### config.mk
export PLATFORM = sky130hd
export DESIGN_NAME = eeml_cordic
export DESIGN_NICKNAME = d
export VERILOG_FILES = /design/src/rtl/eeml_pkg.sv /design/src/rtl/eeml_cordic.sv
export SDC_FILE = /design/constraint.sdc
export NUM_CORES = 2
export LEC_CHECK = 0
export BUFFER_PORTS_ARGS = -buffer_cell sky130_fd_sc_hd__clkbuf_2
export CORE_ASPECT_RATIO = 0.9
export CORE_UTILIZATION = 70
export CTS_BUF_LIST = sky130_fd_sc_hd__clkbuf_8
export DETAILED_ROUTE_END_ITERATION = 8
export PLACE_DENSITY = 0.87
export SLEW_MARGIN = 15
export SYNTH_ARGS = -nofsm -noshare
export SYNTH_HDL_FRONTEND = slang
export SYNTH_SLANG_ARGS = --single-unit
### constraint.sdc
create_clock -name clk -period 11.05 [get_ports clk]
set_input_delay 2.21 -clock clk [delete_from_list [all_inputs] [get_ports clk]]
set_output_delay 2.21 -clock clk [all_outputs]
set_load 0.05 [all_outputs]
### src/rtl/eeml_pkg.sv
// Shared types and constants for the equirectangular environment map lookup.
// Holds the CORDIC arc table, configuration register indexes and the pipeline
// sideband type. No dependencies.
package eeml_pkg;

  localparam int CFG_IDX_W = 2;
  localparam int CFG_DATA_W = 16;

  localparam logic [CFG_IDX_W-1:0] CFG_IMAGE_WIDTH = 2'd0;
  localparam logic [CFG_IDX_W-1:0] CFG_IMAGE_HEIGHT = 2'd1;
  localparam logic [CFG_IDX_W-1:0] CFG_POWER_GAIN = 2'd2;

  localparam logic CMD_LOAD = 1'b0;
  localparam logic CMD_LOOKUP = 1'b1;

  localparam int ARC_LEN = 26;

  // atan(2^-i) in turns scaled by 2^32
  localparam logic [31:0] ARC_TAB [ARC_LEN] = '{
    32'd536870912, 32'd316933406, 32'd167458907, 32'd85004756, 32'd42667331,
    32'd21354465, 32'd10679838, 32'd5340245, 32'd2670163, 32'd1335087,
    32'd667544, 32'd333772, 32'd166886, 32'd83443, 32'd41722, 32'd20861,
    32'd10430, 32'd5215, 32'd2608, 32'd1304, 32'd652, 32'd326, 32'd163,
    32'd81, 32'd41, 32'd20
  };

  typedef struct packed {
    logic               valid;
    logic               cmd;
    logic signed [15:0] dir_x;
    logic signed [15:0] dir_y;
    logic signed [15:0] dir_z;
    logic [15:0]        load_address;
    logic [15:0]        load_red;
    logic [15:0]        load_green;
    logic [15:0]        load_blue;
    logic               elev_zero;
    logic               azim_zero;
  } side_t;

endpackage

### src/rtl/eeml_cordic.sv
// Pipelined CORDIC vectoring, one rotation per stage, angle in turns * 2^32.
// Depends on eeml_pkg for the arc table; advanced by the shared enable.
module eeml_cordic #(
  parameter int DW = 27,
  parameter int STEPS = 18
) (
  input  logic                 clk,
  input  logic                 en,
  input  logic signed [DW-1:0] x_in,
  input  logic signed [DW-1:0] y_in,
  input  logic [31:0]          acc_in,
  output logic [31:0]          acc_out
);
  import eeml_pkg::*;

  logic signed [DW-1:0] x_r   [STEPS];
  logic signed [DW-1:0] y_r   [STEPS];
  logic [31:0]          acc_r [STEPS];

  for (genvar i = 0; i < STEPS; i++) begin : g_step
    logic signed [DW-1:0] x_i;
    logic signed [DW-1:0] y_i;
    logic [31:0]          a_i;
    logic signed [DW-1:0] dx;
    logic signed [DW-1:0] dy;

    if (i == 0) begin : g_first
      assign x_i = x_in;
      assign y_i = y_in;
      assign a_i = acc_in;
    end else begin : g_next
      assign x_i = x_r[i-1];
      assign y_i = y_r[i-1];
      assign a_i = acc_r[i-1];
    end

    assign dx = y_i >>> i;
    assign dy = x_i >>> i;

    always_ff @(posedge clk) begin
      if (en) begin
        if (!y_i[DW-1]) begin
          x_r[i] <= x_i + dx;
          y_r[i] <= y_i - dy;
          acc_r[i] <= a_i + ARC_TAB[i];
        end else begin
          x_r[i] <= x_i - dx;
          y_r[i] <= y_i + dy;
          acc_r[i] <= a_i - ARC_TAB[i];
        end
      end
    end
  end

  assign acc_out = acc_r[STEPS-1];

endmodule

# Word-level counts from Yosys, hierarchy flattened

Memories as Yosys holds them, arrays and structs flattened.
Cells that the tools add are included.

Register bits: 0
Bits in latches: 0
Bits in writable memories: 1548
ROM bits: 0
Input port bits: 88
Output and inout bits: 32
Memories kept: 3

Memory list:

| memory | depth | bits a word | rd ports | clocked after memory_dff | wr ports | line              | text |
|---|---|---|---|---|---|---|---|
| acc_r  | 18    | 32          | 18       | 0                        | 18       | eeml_cordic.sv:18 | `logic [31:0] acc_r [STEPS];` |
| x_r    | 18    | 27          | 17       | 0                        | 18       | eeml_cordic.sv:16 | `logic signed [DW-1:0] x_r [STEPS];` |
| y_r    | 18    | 27          | 17       | 0                        | 18       | eeml_cordic.sv:17 | `logic signed [DW-1:0] y_r [STEPS];` |

$add $sub $neg: 107
Multiply operators: 0
Div/mod/pow operators: 0
Magnitude comparators: 0
Equal/unequal tests: 0
Shifts and indexed selects: 0
Muxes and demuxes: 162
Bitwise logic cells: 54
Reduce and logical (&&, ||, !) cells: 0

Operators by type and width:

| operator                                       | number |
|---|---|
| 27-bit two-way mux                             | 36 |
| 32-bit two-way mux                             | 18 |
| 1-bit two-way mux                              | 108 |
| 27-bit by 10-bit adder with 27-bit output      | 2 |
| 27-bit by 11-bit adder with 27-bit output      | 2 |
| 27-bit by 12-bit adder with 27-bit output      | 2 |
| 27-bit by 13-bit adder with 27-bit output      | 2 |
| 27-bit by 14-bit adder with 27-bit output      | 2 |
| 27-bit by 15-bit adder with 27-bit output      | 2 |
| 27-bit by 16-bit adder with 27-bit output      | 2 |
| 27-bit by 17-bit adder with 27-bit output      | 2 |
| 27-bit by 18-bit adder with 27-bit output      | 2 |
| 27-bit by 19-bit adder with 27-bit output      | 2 |
| 27-bit by 20-bit adder with 27-bit output      | 2 |
| 27-bit by 21-bit adder with 27-bit output      | 2 |
| 27-bit by 22-bit adder with 27-bit output      | 2 |
| 27-bit by 23-bit adder with 27-bit output      | 2 |
| 27-bit by 24-bit adder with 27-bit output      | 2 |
| 27-bit by 25-bit adder with 27-bit output      | 2 |
| 27-bit by 26-bit adder with 27-bit output      | 2 |
| 1-bit bitwise OR                               | 54 |
| 27-bit by 10-bit subtractor with 27-bit output | 2 |
| 27-bit by 11-bit subtractor with 27-bit output | 2 |
| 27-bit by 12-bit subtractor with 27-bit output | 2 |
| other kinds (52)                               | 67 |

# Logic depth before layout (Yosys ltp)

Word-level depth: 4
Depth in mapped cells: 20

# Least setup slack after synthesis

OpenSTA, ideal clock, no wires.

Kind: input to register
From: input en
To: memory acc_r[6][31] (data pin)
Library setup time: 0.260 ns
Arrival: 6.507 ns
Required time: 10.790 ns
Setup slack: 4.283 ns
Cell stages on the path: 17
Buffers on the path: 4
Path through: clkbuf_1 -> clkbuf_1 -> clkbuf_1 -> nand2_1 -> inv_1 -> clkbuf_1 -> ha_1 -> and3_2 -> a221o_1 -> a21o_1 -> a41o_2 -> a41oi_4 -> a211oi_2 -> or4b_1 -> a31o_1 -> a21oi_2 -> xnor2_1

RTL lines:

| what        | line              | text |
|---|---|---|
| from (decl) | eeml_cordic.sv:8  | `input logic en,` |
| to (decl)   | eeml_cordic.sv:18 |  |

==> flow_summary.ini <==
[detailed_routing]
avgViaCountPerCell = 6.481
wire_per_inst_microns = 19.68
drtIter0Drc = 9920
drc_errors = 2
dr.pass1.iters = 9
vias = 99050
routed_wl_microns = 300800
final_antenna_net_count = 0

[floorplan]
start_util = 0.7053
core_sq_um = 171300
io_pins = 120
die_height_microns = 396.2
core.rowCount = 144
die_w_microns = 440.0
die_area_sq_um = 174300

[status]
status = finished with violations
violations = design-rule violations

[global_route]
antenna_found_initial = 5
grt_max_degree = 169
track_usage = 0.3363
gr-total-overflow = 0
grt_pass1_wl_microns = 482700
first_global_vias = 95400

[timing]
finalCriticalPeriod_ns = 6.981
fin_skew_ns = 0.04635
worstMarginPinSlew_ns = 1.096
slew_headroom = 0.2692
tns_ns = 0
slew_violations = 0
fin_crit_sh = 0.6318
setup_viol = 0
rsz0062_at_grt = no
fmax_mhz = 143.2
finalHoldViolations = 0

[cts]
clock_latency_ns = 1.01
clk_pin_slew_ns = 0.06
ctsHtreeMaxLevel = 4
cts-root-buf = clkbuf_8
clockBufferDepth = 3
cts-resized-gates = 0
cts_tree = yes
cts_sinks = 1424
cts_buffers = 234
post_cts_buffers = 0
ctsHoldBuffers = 0

[final_layout]
drive_gt1_frac = 0.04833
multi_input_area_sq_um = 75190
regArea_sq_um = 42760
areaGrowthSynthToFinish_pct = 6.461
nets = 14430
fin_util = 0.7509
fill_cells = 11950

[flow_run]
maxCapViolCount = 0

[critical_path]
path_cells = buf_12 -> buf_12 -> nand2_1 -> inv_1 -> buf_4 -> a31oi_1 -> mux2_2 -> ha_1 -> a21oi_1 -> o21ai_0 -> a21oi_1 -> a2bb2oi_1 -> a31o_2 -> o211ai_1 -> o41a_1 -> a21o_1 -> a21oi_1 -> xnor2_1
startpoint_type = input port
cp.arrival_ns = 7.71
path_max_fanout = 168
slowest_delay_ns = 0.85
crit_family = compound AO/OA/AOI/OAI gates
slowest_stage = nand2_1
worstPathRequired_ns = 11.78
path_common_cell = a21oi_1
worstSetupPathType = input port to flop
critPathBufInv = 4
end_kind = flop

[synth]
synthCells = 12620
synth_cell_types = 98
ys_warn_count = 0
synthArstFlopShare = 0
synth_top_area_frac = 0.3538
synthFlopType = edfxtp_1
synth_fp_nets = 14230
synth.area.top_cells = edfxtp_1 (35%), ha_1 (15%), xnor2_1 (7.9%), a21oi_1 (4.8%), xor2_1 (4.2%)
ys_ff_latch = 1424
yosysMostFrequentCell = ha_1
synth_edf_count = 1424
syn_avg_cell_area_sq_um = 9.577
synth.top_cells.by_count = ha_1 (1472), edfxtp_1 (1424), a21oi_1 (1165)
yosys.area.top_type = edfxtp_1
syn-cell-area_sq_um = 120900
seq_area_frac_synth = 0.3538

[place]
io_buffers = 119
place.gp.congestion = 0.9988
dp_hpwl_microns = 231100

[min_path]
hp-class = flop to flop
## layer usage
metal / up-vias / global-route usage / wire, microns
met4: 6 / 0.1172 / 10310
met3: 765 / 0.04725 / 22310
met1: 46830 / 0.4409 / 125300
met2: 4109 / 0.5681 / 142800
met5: - / 0 / 23
li1: 47340 / - / -
## registers in the layout (all words and copies together), names as in the netlist
| name | count |
|---|---|
| y_r | 432 |
| acc_r | 576 |
| x_r | 416 |
## placed cells by master, fill, tap and decap left out, types with 40 or more instances in the layout
master	n
a21o_1	556
a21boi_0	42
a31oi_1	116
fa_1	50
and2_1	76
or3_1	86
clkinv_2	46
nand2_1	791
nor2b_1	180
o211ai_1	51
xor2_1	579
a21oi_1	1165
nand4_1	82
o21bai_1	172
and3_1	116
inv_1	609
nand3_1	246
buf_4	49
nor4_1	87
o21ai_0	760
mux2i_1	43
ha_1	1472
o21a_1	211
a211oi_1	115
clkinv_1	61
or4_1	50
nor2_1	1001
nor3_1	271
clkbuf_2	118
xnor2_1	1089
nand2b_1	201
clkbuf_8	234
or2_2	45
a211o_1	40
edfxtp_1	1424
o41ai_1	62
o31ai_1	142
## final cells by class
type / instances / share of cell area
multi-input cells: 10420 / 0.5844
flip-flops and latches: 1424 / 0.3323
clock buffers: 234 / 0.02503
well taps: 2263 / 0.02201
inverters: 571 / 0.01666
clock inverters: 193 / 0.01150
repair buffers: 170 / 0.007916
diodes: 6 / 0.0001167
## per-stage QoR
stage	cells	hold WS [ns]	setup slack (ns)	area, sq um
5_1_grt	15280	0.4311	3.662	128700
6_report	15280	0.4032	4.069	128700
3_3_place_gp	14850	0.4016	3.266	123900
4_1_cts	15280	0.4086	4.187	128600
2_1_floorplan	12620	0.4003	4.283	120900
3_5_place_dp	14850	0.4045	3.127	123900
## final timing paths
check,slack [ns],cells past startpoint,start,end
hold reg to reg,0.40,0,acc_r[13][0],acc_r[14][0]
setup / recovery,4.07,18,en,y_r[7][53]
setup reg to reg,5.34,15,y_r[6][26],x_r[6][52]
hold / removal,0.40,0,acc_r[13][0],acc_r[14][0]
## logic make-up (layout without fill, tap and decap cells)
group / Yosys count / after routing / synth area share
buf+inv: 772 / 1168 / 0.02404
xor+xnor: 1668 / 1668 / 0.1209
simple gates: 3359 / 3359 / 0.1340
other cells: 0 / 6 / 0
flops: 1424 / 1424 / 0.3538
mux: 63 / 63 / 0.005425
fa+ha+maj: 1522 / 1522 / 0.1607
compound gates: 3811 / 3811 / 0.2011
Power is not shown: default switching activity piles up to over one toggle a cycle in this logic, so the estimate is an artifact.
