--- src/rtl/eeml_isqrt.sv ---
// Pipelined integer square root, one result bit per stage.
// Depends on nothing; advanced by the shared pipeline enable.
module eeml_isqrt #(
  parameter int NW = 48
) (
  input  logic                clk,
  input  logic                en,
  input  logic [NW-1:0]       n_in,
  output logic [NW/2-1:0]     root_out
);

  localparam int K = NW / 2;
  localparam int RW = K + 2;

  logic [NW-1:0] n_r    [K];
  logic [RW-1:0] rem_r  [K];
  logic [K-1:0]  root_r [K];

  for (genvar j = 0; j < K; j++) begin : g_stage
    logic [NW-1:0] n_i;
    logic [RW-1:0] rem_i;
    logic [K-1:0]  root_i;
    logic [RW-1:0] rem_t;
    logic [RW-1:0] test;
    logic [RW-1:0] rem_nxt;
    logic [K-1:0]  root_nxt;

    if (j == 0) begin : g_first
      assign n_i = n_in;
      assign rem_i = '0;
      assign root_i = '0;
    end else begin : g_next
      assign n_i = n_r[j-1];
      assign rem_i = rem_r[j-1];
      assign root_i = root_r[j-1];
    end

    always_comb begin
      rem_t = {rem_i[RW-3:0], n_i[NW-1-2*j -: 2]};
      test = {root_i, 2'b01};
      if (rem_t >= test) begin
        rem_nxt = rem_t - test;
        root_nxt = {root_i[K-2:0], 1'b1};
      end else begin
        rem_nxt = rem_t;
        root_nxt = {root_i[K-2:0], 1'b0};
      end
    end

    always_ff @(posedge clk) begin
      if (en) begin
        n_r[j] <= n_i;
        rem_r[j] <= rem_nxt;
        root_r[j] <= root_nxt;
      end
    end
  end

  assign root_out = root_r[K-1];

endmodule

--- config.mk ---
export PLATFORM = sky130hd
export DESIGN_NAME = eeml_isqrt
export DESIGN_NICKNAME = d
export VERILOG_FILES = /design/src/rtl/eeml_isqrt.sv
export SDC_FILE = /design/constraint.sdc
export NUM_CORES = 2
export LEC_CHECK = 0
export ABC_CLOCK_PERIOD_IN_PS = 9300
export BUFFER_PORTS_ARGS = -buffer_cell sky130_fd_sc_hd__buf_4
export CORE_UTILIZATION = 28
export DETAILED_ROUTE_END_ITERATION = 10
export PLACE_DENSITY = 0.49
export SETUP_SLACK_MARGIN = 0.3
export SLEW_MARGIN = 20
export SYNTH_ARGS = -nofsm -noshare
export SYNTH_HDL_FRONTEND = slang
export SYNTH_SLANG_ARGS = --single-unit
--- constraint.sdc ---
create_clock -name clk -period 9.3 [get_ports clk]
set_input_delay 1.395 -clock clk [delete_from_list [all_inputs] [get_ports clk]]
set_output_delay 1.395 -clock clk [all_outputs]
set_load 0.02 [all_outputs]
# Word-level counts from Yosys, hierarchy flattened
# Memory sizes are Yosys's and may differ from the RTL's.
# Cells that the tools add are included.
[op_classes]
n_addsub = 24
n_lt_le_gt_ge = 24
muxes = 50
[op_table]
columns = ["op", "count"]
rows = [
  ["$mux W26", 24],
  ["$ge A26 B26 Y1", 23],
  ["$sub A26 B26 Y26", 23],
  ["$mux W1", 26],
  ["$sub A2 B1 Y3 const B", 1],
  ["$ge A2 B1 Y1 const B", 1],
]
[word_totals]
register_bits = 0
mem_bits_rw = 2352
inputBits = 50
out_inout_bits = 24
elab_cells = 101
n_memories = 3
[memory_table]
columns = ["name", "words", "word_bits", "read_ports", "rd_clocked_by_memory_dff", "wr", "line_no", "source"]
rows = [
  ["n_r", 24, 48, 23, 0, 24, "15", "logic [NW-1:0] n_r [K];"],
  ["rem_r", 24, 26, 23, 0, 24, "16", "logic [RW-1:0] rem_r [K];"],
  ["root_r", 24, 24, 24, 0, 24, "17", "logic [K-1:0] root_r [K];"],
]

# Longest topological paths before layout
# An unclocked memory read counts as a cell.
[depth]
depth_word = 3
depth_mapped = 13
mapped_depth_nobuf = 12

# Worst setup path after synthesis
# OpenSTA, ideal clock, no wires.
[synth_path]
path_type = "register to register"
start = "memory rem_r[2][108] (netlist name)"
end = "memory rem_r[2][140] (netlist name) (data pin)"
setup_ns = 0.260
t_arrival_ns = 2.744
required_ns = 9.040
setup_slack_ns = 6.297
path_stages_with_launch = 11
synth_period_minus_slack_ns = 3.003
cell_sequence = "edfxtp_1 -> ha_1 -> and4_1 -> and3_1 -> a211oi_1 -> a211oi_1 -> o21ai_0 -> a21bo_2 -> a21oi_1 -> buf_2 -> mux2_2"
[synth_lines]
columns = ["element", "line_no"]
rows = [
  ["start: declaration", "16"],
]

==> PnR_summary.wiki <==
{| class="wikitable"
! Metric !! Value
|-
| Result of the run || finished with violations
|-
| Violated checks || DRC
|-
| Setup slack on the worst flop-to-flop path || 5440 ps
|-
| Number of remaining DRC errors || 10
|-
| DR iter-0 viols || 2151
|-
| Commonest register cell after synthesis || sky130_fd_sc_hd__edfxtp_1
|-
| Crit Path Max Fanout || 21
|-
| Seq/Total Area, Yosys || 0.651
|-
| Crit path time final || 3860 ps
|-
| Number of buffers on the longest clock path || 3
|-
| Delay of the slowest cell on the worst path || 990 ps
|-
| Net count after synthesis || 5197
|-
| CTS Root Buffer Type || sky130_fd_sc_hd__clkbuf_16
|-
| Die Outline Area || 228000 um^2
|-
| 1st-pass router iterations || 10
|-
| Final HPWL DP || 81200 um
|-
| Final antenna diode count || 0
|-
| Async S/R FF share, synth || 0
|-
| Slew Viols, Final || 0
|-
| Element type at the critical path end || flop
|-
| Total area of sequential cells || 41300 um^2
|-
| Global placer's final weighted congestion || 0.925
|-
| Share of the cycle needed by the critical path after routing || 0.415
|-
| Actual slew at the worst max-slew pin || 1070 ps
|-
| Critical-path top delay cell || sky130_fd_sc_hd__a2111oi_4
|-
| Number of buffers inserted during clock tree synthesis || 158
|-
| Multi-input gate area in the final layout || 20200 um^2
|-
| Static leakage || 27.4 nW
|-
| Final Setup Violations || 0
|-
| Final routed wirelength across all metal layers || 116000 um
|-
| Number of antenna violations at the first check in global routing || 0
|-
| Pwr/cell area || 239 nW/um^2
|-
| Setup bufs post-CTS || 0
|-
| Sum of negative setup slack || 0 ps
|-
| Clk sink count || 1374
|-
| Total track usage || 0.100
|-
| CTS tree || built
|-
| Starting Density || 0.282
|-
| Via count normalized by instance count || 4.46
|-
| Remaining global-route overflow || 0
|-
| MaxCap Viol Count || 0
|-
| Unrepaired setup endpoints after global routing || false
|-
| Yosys synthesis warning count || 0
|-
| Worst slew margin relative to its limit || 0.290
|-
| H-tree levels || 4
|-
| Startpoint kind of the worst setup timing path || flop
|-
| Leading cell type in the layout, fill and taps excluded || sky130_fd_sc_hd__edfxtp_1
|-
| P&R area growth vs syn || 14.9%
|-
| Worst clock skew on the final layout || 53.3 ps
|-
| Number of primary I/O pins || 74
|-
| Proportion of layout cells with a drive suffix above 1 || 0.0876
|-
| Cell area after synthesis || 63400 um^2
|-
| Port-buffer cells || 73
|-
| Register bit total from synthesis || 1374
|-
| Std-Cell Rows || 174
|-
| Global-route wire length before repair || 186000 um
|-
| Cell count after synthesis || 4822
|-
| Die X || 478 um
|-
| Clock-pin transition on the worst setup and hold timing paths || 60 ps
|-
| Critical path data arrival time || 4380 ps
|-
| Final standard cell utilization of the core || 0.324
|-
| Most frequent cells in the layout || 1374 x sky130_fd_sc_hd__edfxtp_1, 424 x sky130_fd_sc_hd__inv_1, 353 x sky130_fd_sc_hd__nand2_1
|-
| Mean cell area of the mapped netlist || 13.1 um^2
|-
| Worst Path Required || 9830 ps
|-
| Total number of vias || 36294
|-
| Worst Path Class, Setup || flop to flop
|-
| Count of different cell masters after synthesis || 89
|-
| Number of filler cells placed in the layout || 22009
|-
| Cts repair resizes || 0
|-
| Cts hold-fix bufs || 0
|-
| EDFF count, synth || 1374
|-
| Number of antenna-violating nets in the routed design || 0
|-
| Number of nets in the final layout || 5383
|-
| Vertical extent of the die || 478 um
|-
| Maximum number of pins on one net before global-route repair || 180
|-
| Via count of the first global-routing pass || 36308
|-
| Source-to-sink clock delay at the later pin of the worst-skew pair || 780 ps
|-
| Fin. Hold Viols || 0
|-
| Maximum clock frequency || 259 MHz
|-
| CP cell instances || or3_1 -> or3_4 -> or3_4 -> or2_0 -> a2111oi_4 -> or3_1 -> nor2_1 -> xor2_1
|-
| Routed WL per cell || 14.3 um
|-
| Worst Hold Class || flop to flop
|-
| Peak supply drop || 0.000154 V
|-
| Placeable Area || 225000 um^2
|}
-- kinds of logic after synthesis --
group	after synthesis	synth area share
AO/OA/AOI/OAI	940	0.0941
XOR/XNOR	393	0.0543
adder cells (fa/ha/maj)	325	0.0642
buffers and inverters	501	0.0305
flip-flops	1374	0.651
multiplexers	62	0.0108
other	1	0.0000592
AND/OR/NAND/NOR	1226	0.0951
-- through the flow --
| stage | setup WS (ps) | instance area [um^2] | instances | hold slack [ps] | total power, W |
|---|---|---|---|---|---|
| after floorplan | 6300 | 63400 | 4822 | 400 | 0.0105 |
| after global placement | 5440 | 67700 | 7840 | 400 | 0.0114 |
| after detailed placement | 5410 | 67700 | 7840 | 405 | 0.0115 |
| after CTS | 5430 | 72800 | 8130 | 399 | 0.0177 |
| after global routing | 5160 | 72800 | 8130 | 408 | 0.0183 |
| final | 5440 | 72800 | 8130 | 404 | 0.0174 |
-- worst max-delay path: cells and delay by family, from the launching register on --
kind	cells	cell delay [ps]
AO/OA/AOI/OAI	1	990
XOR/XNOR	1	140
flip-flops	1	430
AND/OR/NAND/NOR	6	2040
-- cell usage after synthesis (6+ instances only) --
library cell | number | area [um^2]
sky130_fd_sc_hd__nor2_1 | 290 | 1090
sky130_fd_sc_hd__nor4_1 | 50 | 313
sky130_fd_sc_hd__o2111ai_1 | 10 | 87.6
sky130_fd_sc_hd__o31ai_1 | 41 | 308
sky130_fd_sc_hd__a21boi_0 | 19 | 143
sky130_fd_sc_hd__xor2_1 | 171 | 1500
sky130_fd_sc_hd__or2_2 | 17 | 106
sky130_fd_sc_hd__ha_1 | 325 | 4070
sky130_fd_sc_hd__nand2b_1 | 56 | 350
sky130_fd_sc_hd__nand3_1 | 86 | 430
sky130_fd_sc_hd__a2111oi_0 | 11 | 96.3
sky130_fd_sc_hd__o21bai_1 | 20 | 150
sky130_fd_sc_hd__a31o_2 | 11 | 96.3
sky130_fd_sc_hd__nand2_1 | 353 | 1330
sky130_fd_sc_hd__or4_1 | 20 | 150
sky130_fd_sc_hd__and2_1 | 8 | 50.1
sky130_fd_sc_hd__nor3_1 | 123 | 616
sky130_fd_sc_hd__nand4_1 | 49 | 307
sky130_fd_sc_hd__a211oi_1 | 28 | 210
sky130_fd_sc_hd__xnor2_1 | 222 | 1940
sky130_fd_sc_hd__nand4b_1 | 10 | 87.6
sky130_fd_sc_hd__buf_2 | 15 | 75.1
sky130_fd_sc_hd__o21a_1 | 67 | 503
sky130_fd_sc_hd__a21oi_1 | 250 | 1250
sky130_fd_sc_hd__a21o_1 | 120 | 901
sky130_fd_sc_hd__or3_1 | 36 | 225
sky130_fd_sc_hd__edfxtp_1 | 1374 | 41300
sky130_fd_sc_hd__a211o_1 | 6 | 52.6
sky130_fd_sc_hd__clkbuf_1 | 53 | 199
sky130_fd_sc_hd__and3_1 | 28 | 175
sky130_fd_sc_hd__mux2i_1 | 11 | 110
sky130_fd_sc_hd__inv_1 | 424 | 1590
sky130_fd_sc_hd__nor2b_1 | 44 | 275
sky130_fd_sc_hd__nand3b_1 | 11 | 82.6
sky130_fd_sc_hd__a31oi_1 | 25 | 156
sky130_fd_sc_hd__nor3b_1 | 8 | 60.1
sky130_fd_sc_hd__o211ai_1 | 17 | 128
sky130_fd_sc_hd__o21ai_0 | 247 | 1240
sky130_fd_sc_hd__mux2_2 | 51 | 574
-- metal layers --
layer  global-route usage  part of all wire
met3               0.0199             0.037
met2                0.170              0.48
met1                0.120              0.44
met4               0.0493             0.042
met5                    0                 0
-- worst paths after layout --
path | startpoint | to | cells after the start
worst min register to register | n_r[1][198] | n_r[1][246] | 0
worst max register to register | rem_r[0][190] | rem_r[1][11] | 8
worst max-delay path | rem_r[0][190] | rem_r[1][11] | 8
worst min-delay path | n_r[1][198] | n_r[1][246] | 0
-- report_power, final --
| part | total, W | switching, W | internal (W) |
|---|---|---|---|
| clock | 0.00609 | 0.00251 | 0.00358 |
| combinational | 0.00311 | 0.00175 | 0.00136 |
| sequential | 0.00822 | 0.000423 | 0.00780 |
| total | 0.0174 | 0.00468 | 0.0127 |
-- sequential cells by signal (all words and copies together) (netlist names) --
register,cells
root_r,300
n_r,552
rem_r,522
-- final cells by class --
| class | instances | share of cell area |
|---|---|---|
| Inverter | 425 | 0.0219 |
| Tap cell | 2992 | 0.0514 |
| Clock buffer | 191 | 0.0563 |
| Clock inverter | 99 | 0.0143 |
| Multi-Input combinational cell | 2947 | 0.278 |
| Timing Repair Buffer | 102 | 0.0118 |
| Sequential cell | 1374 | 0.566 |
Note: power is estimated with default switching activity, not from simulation.
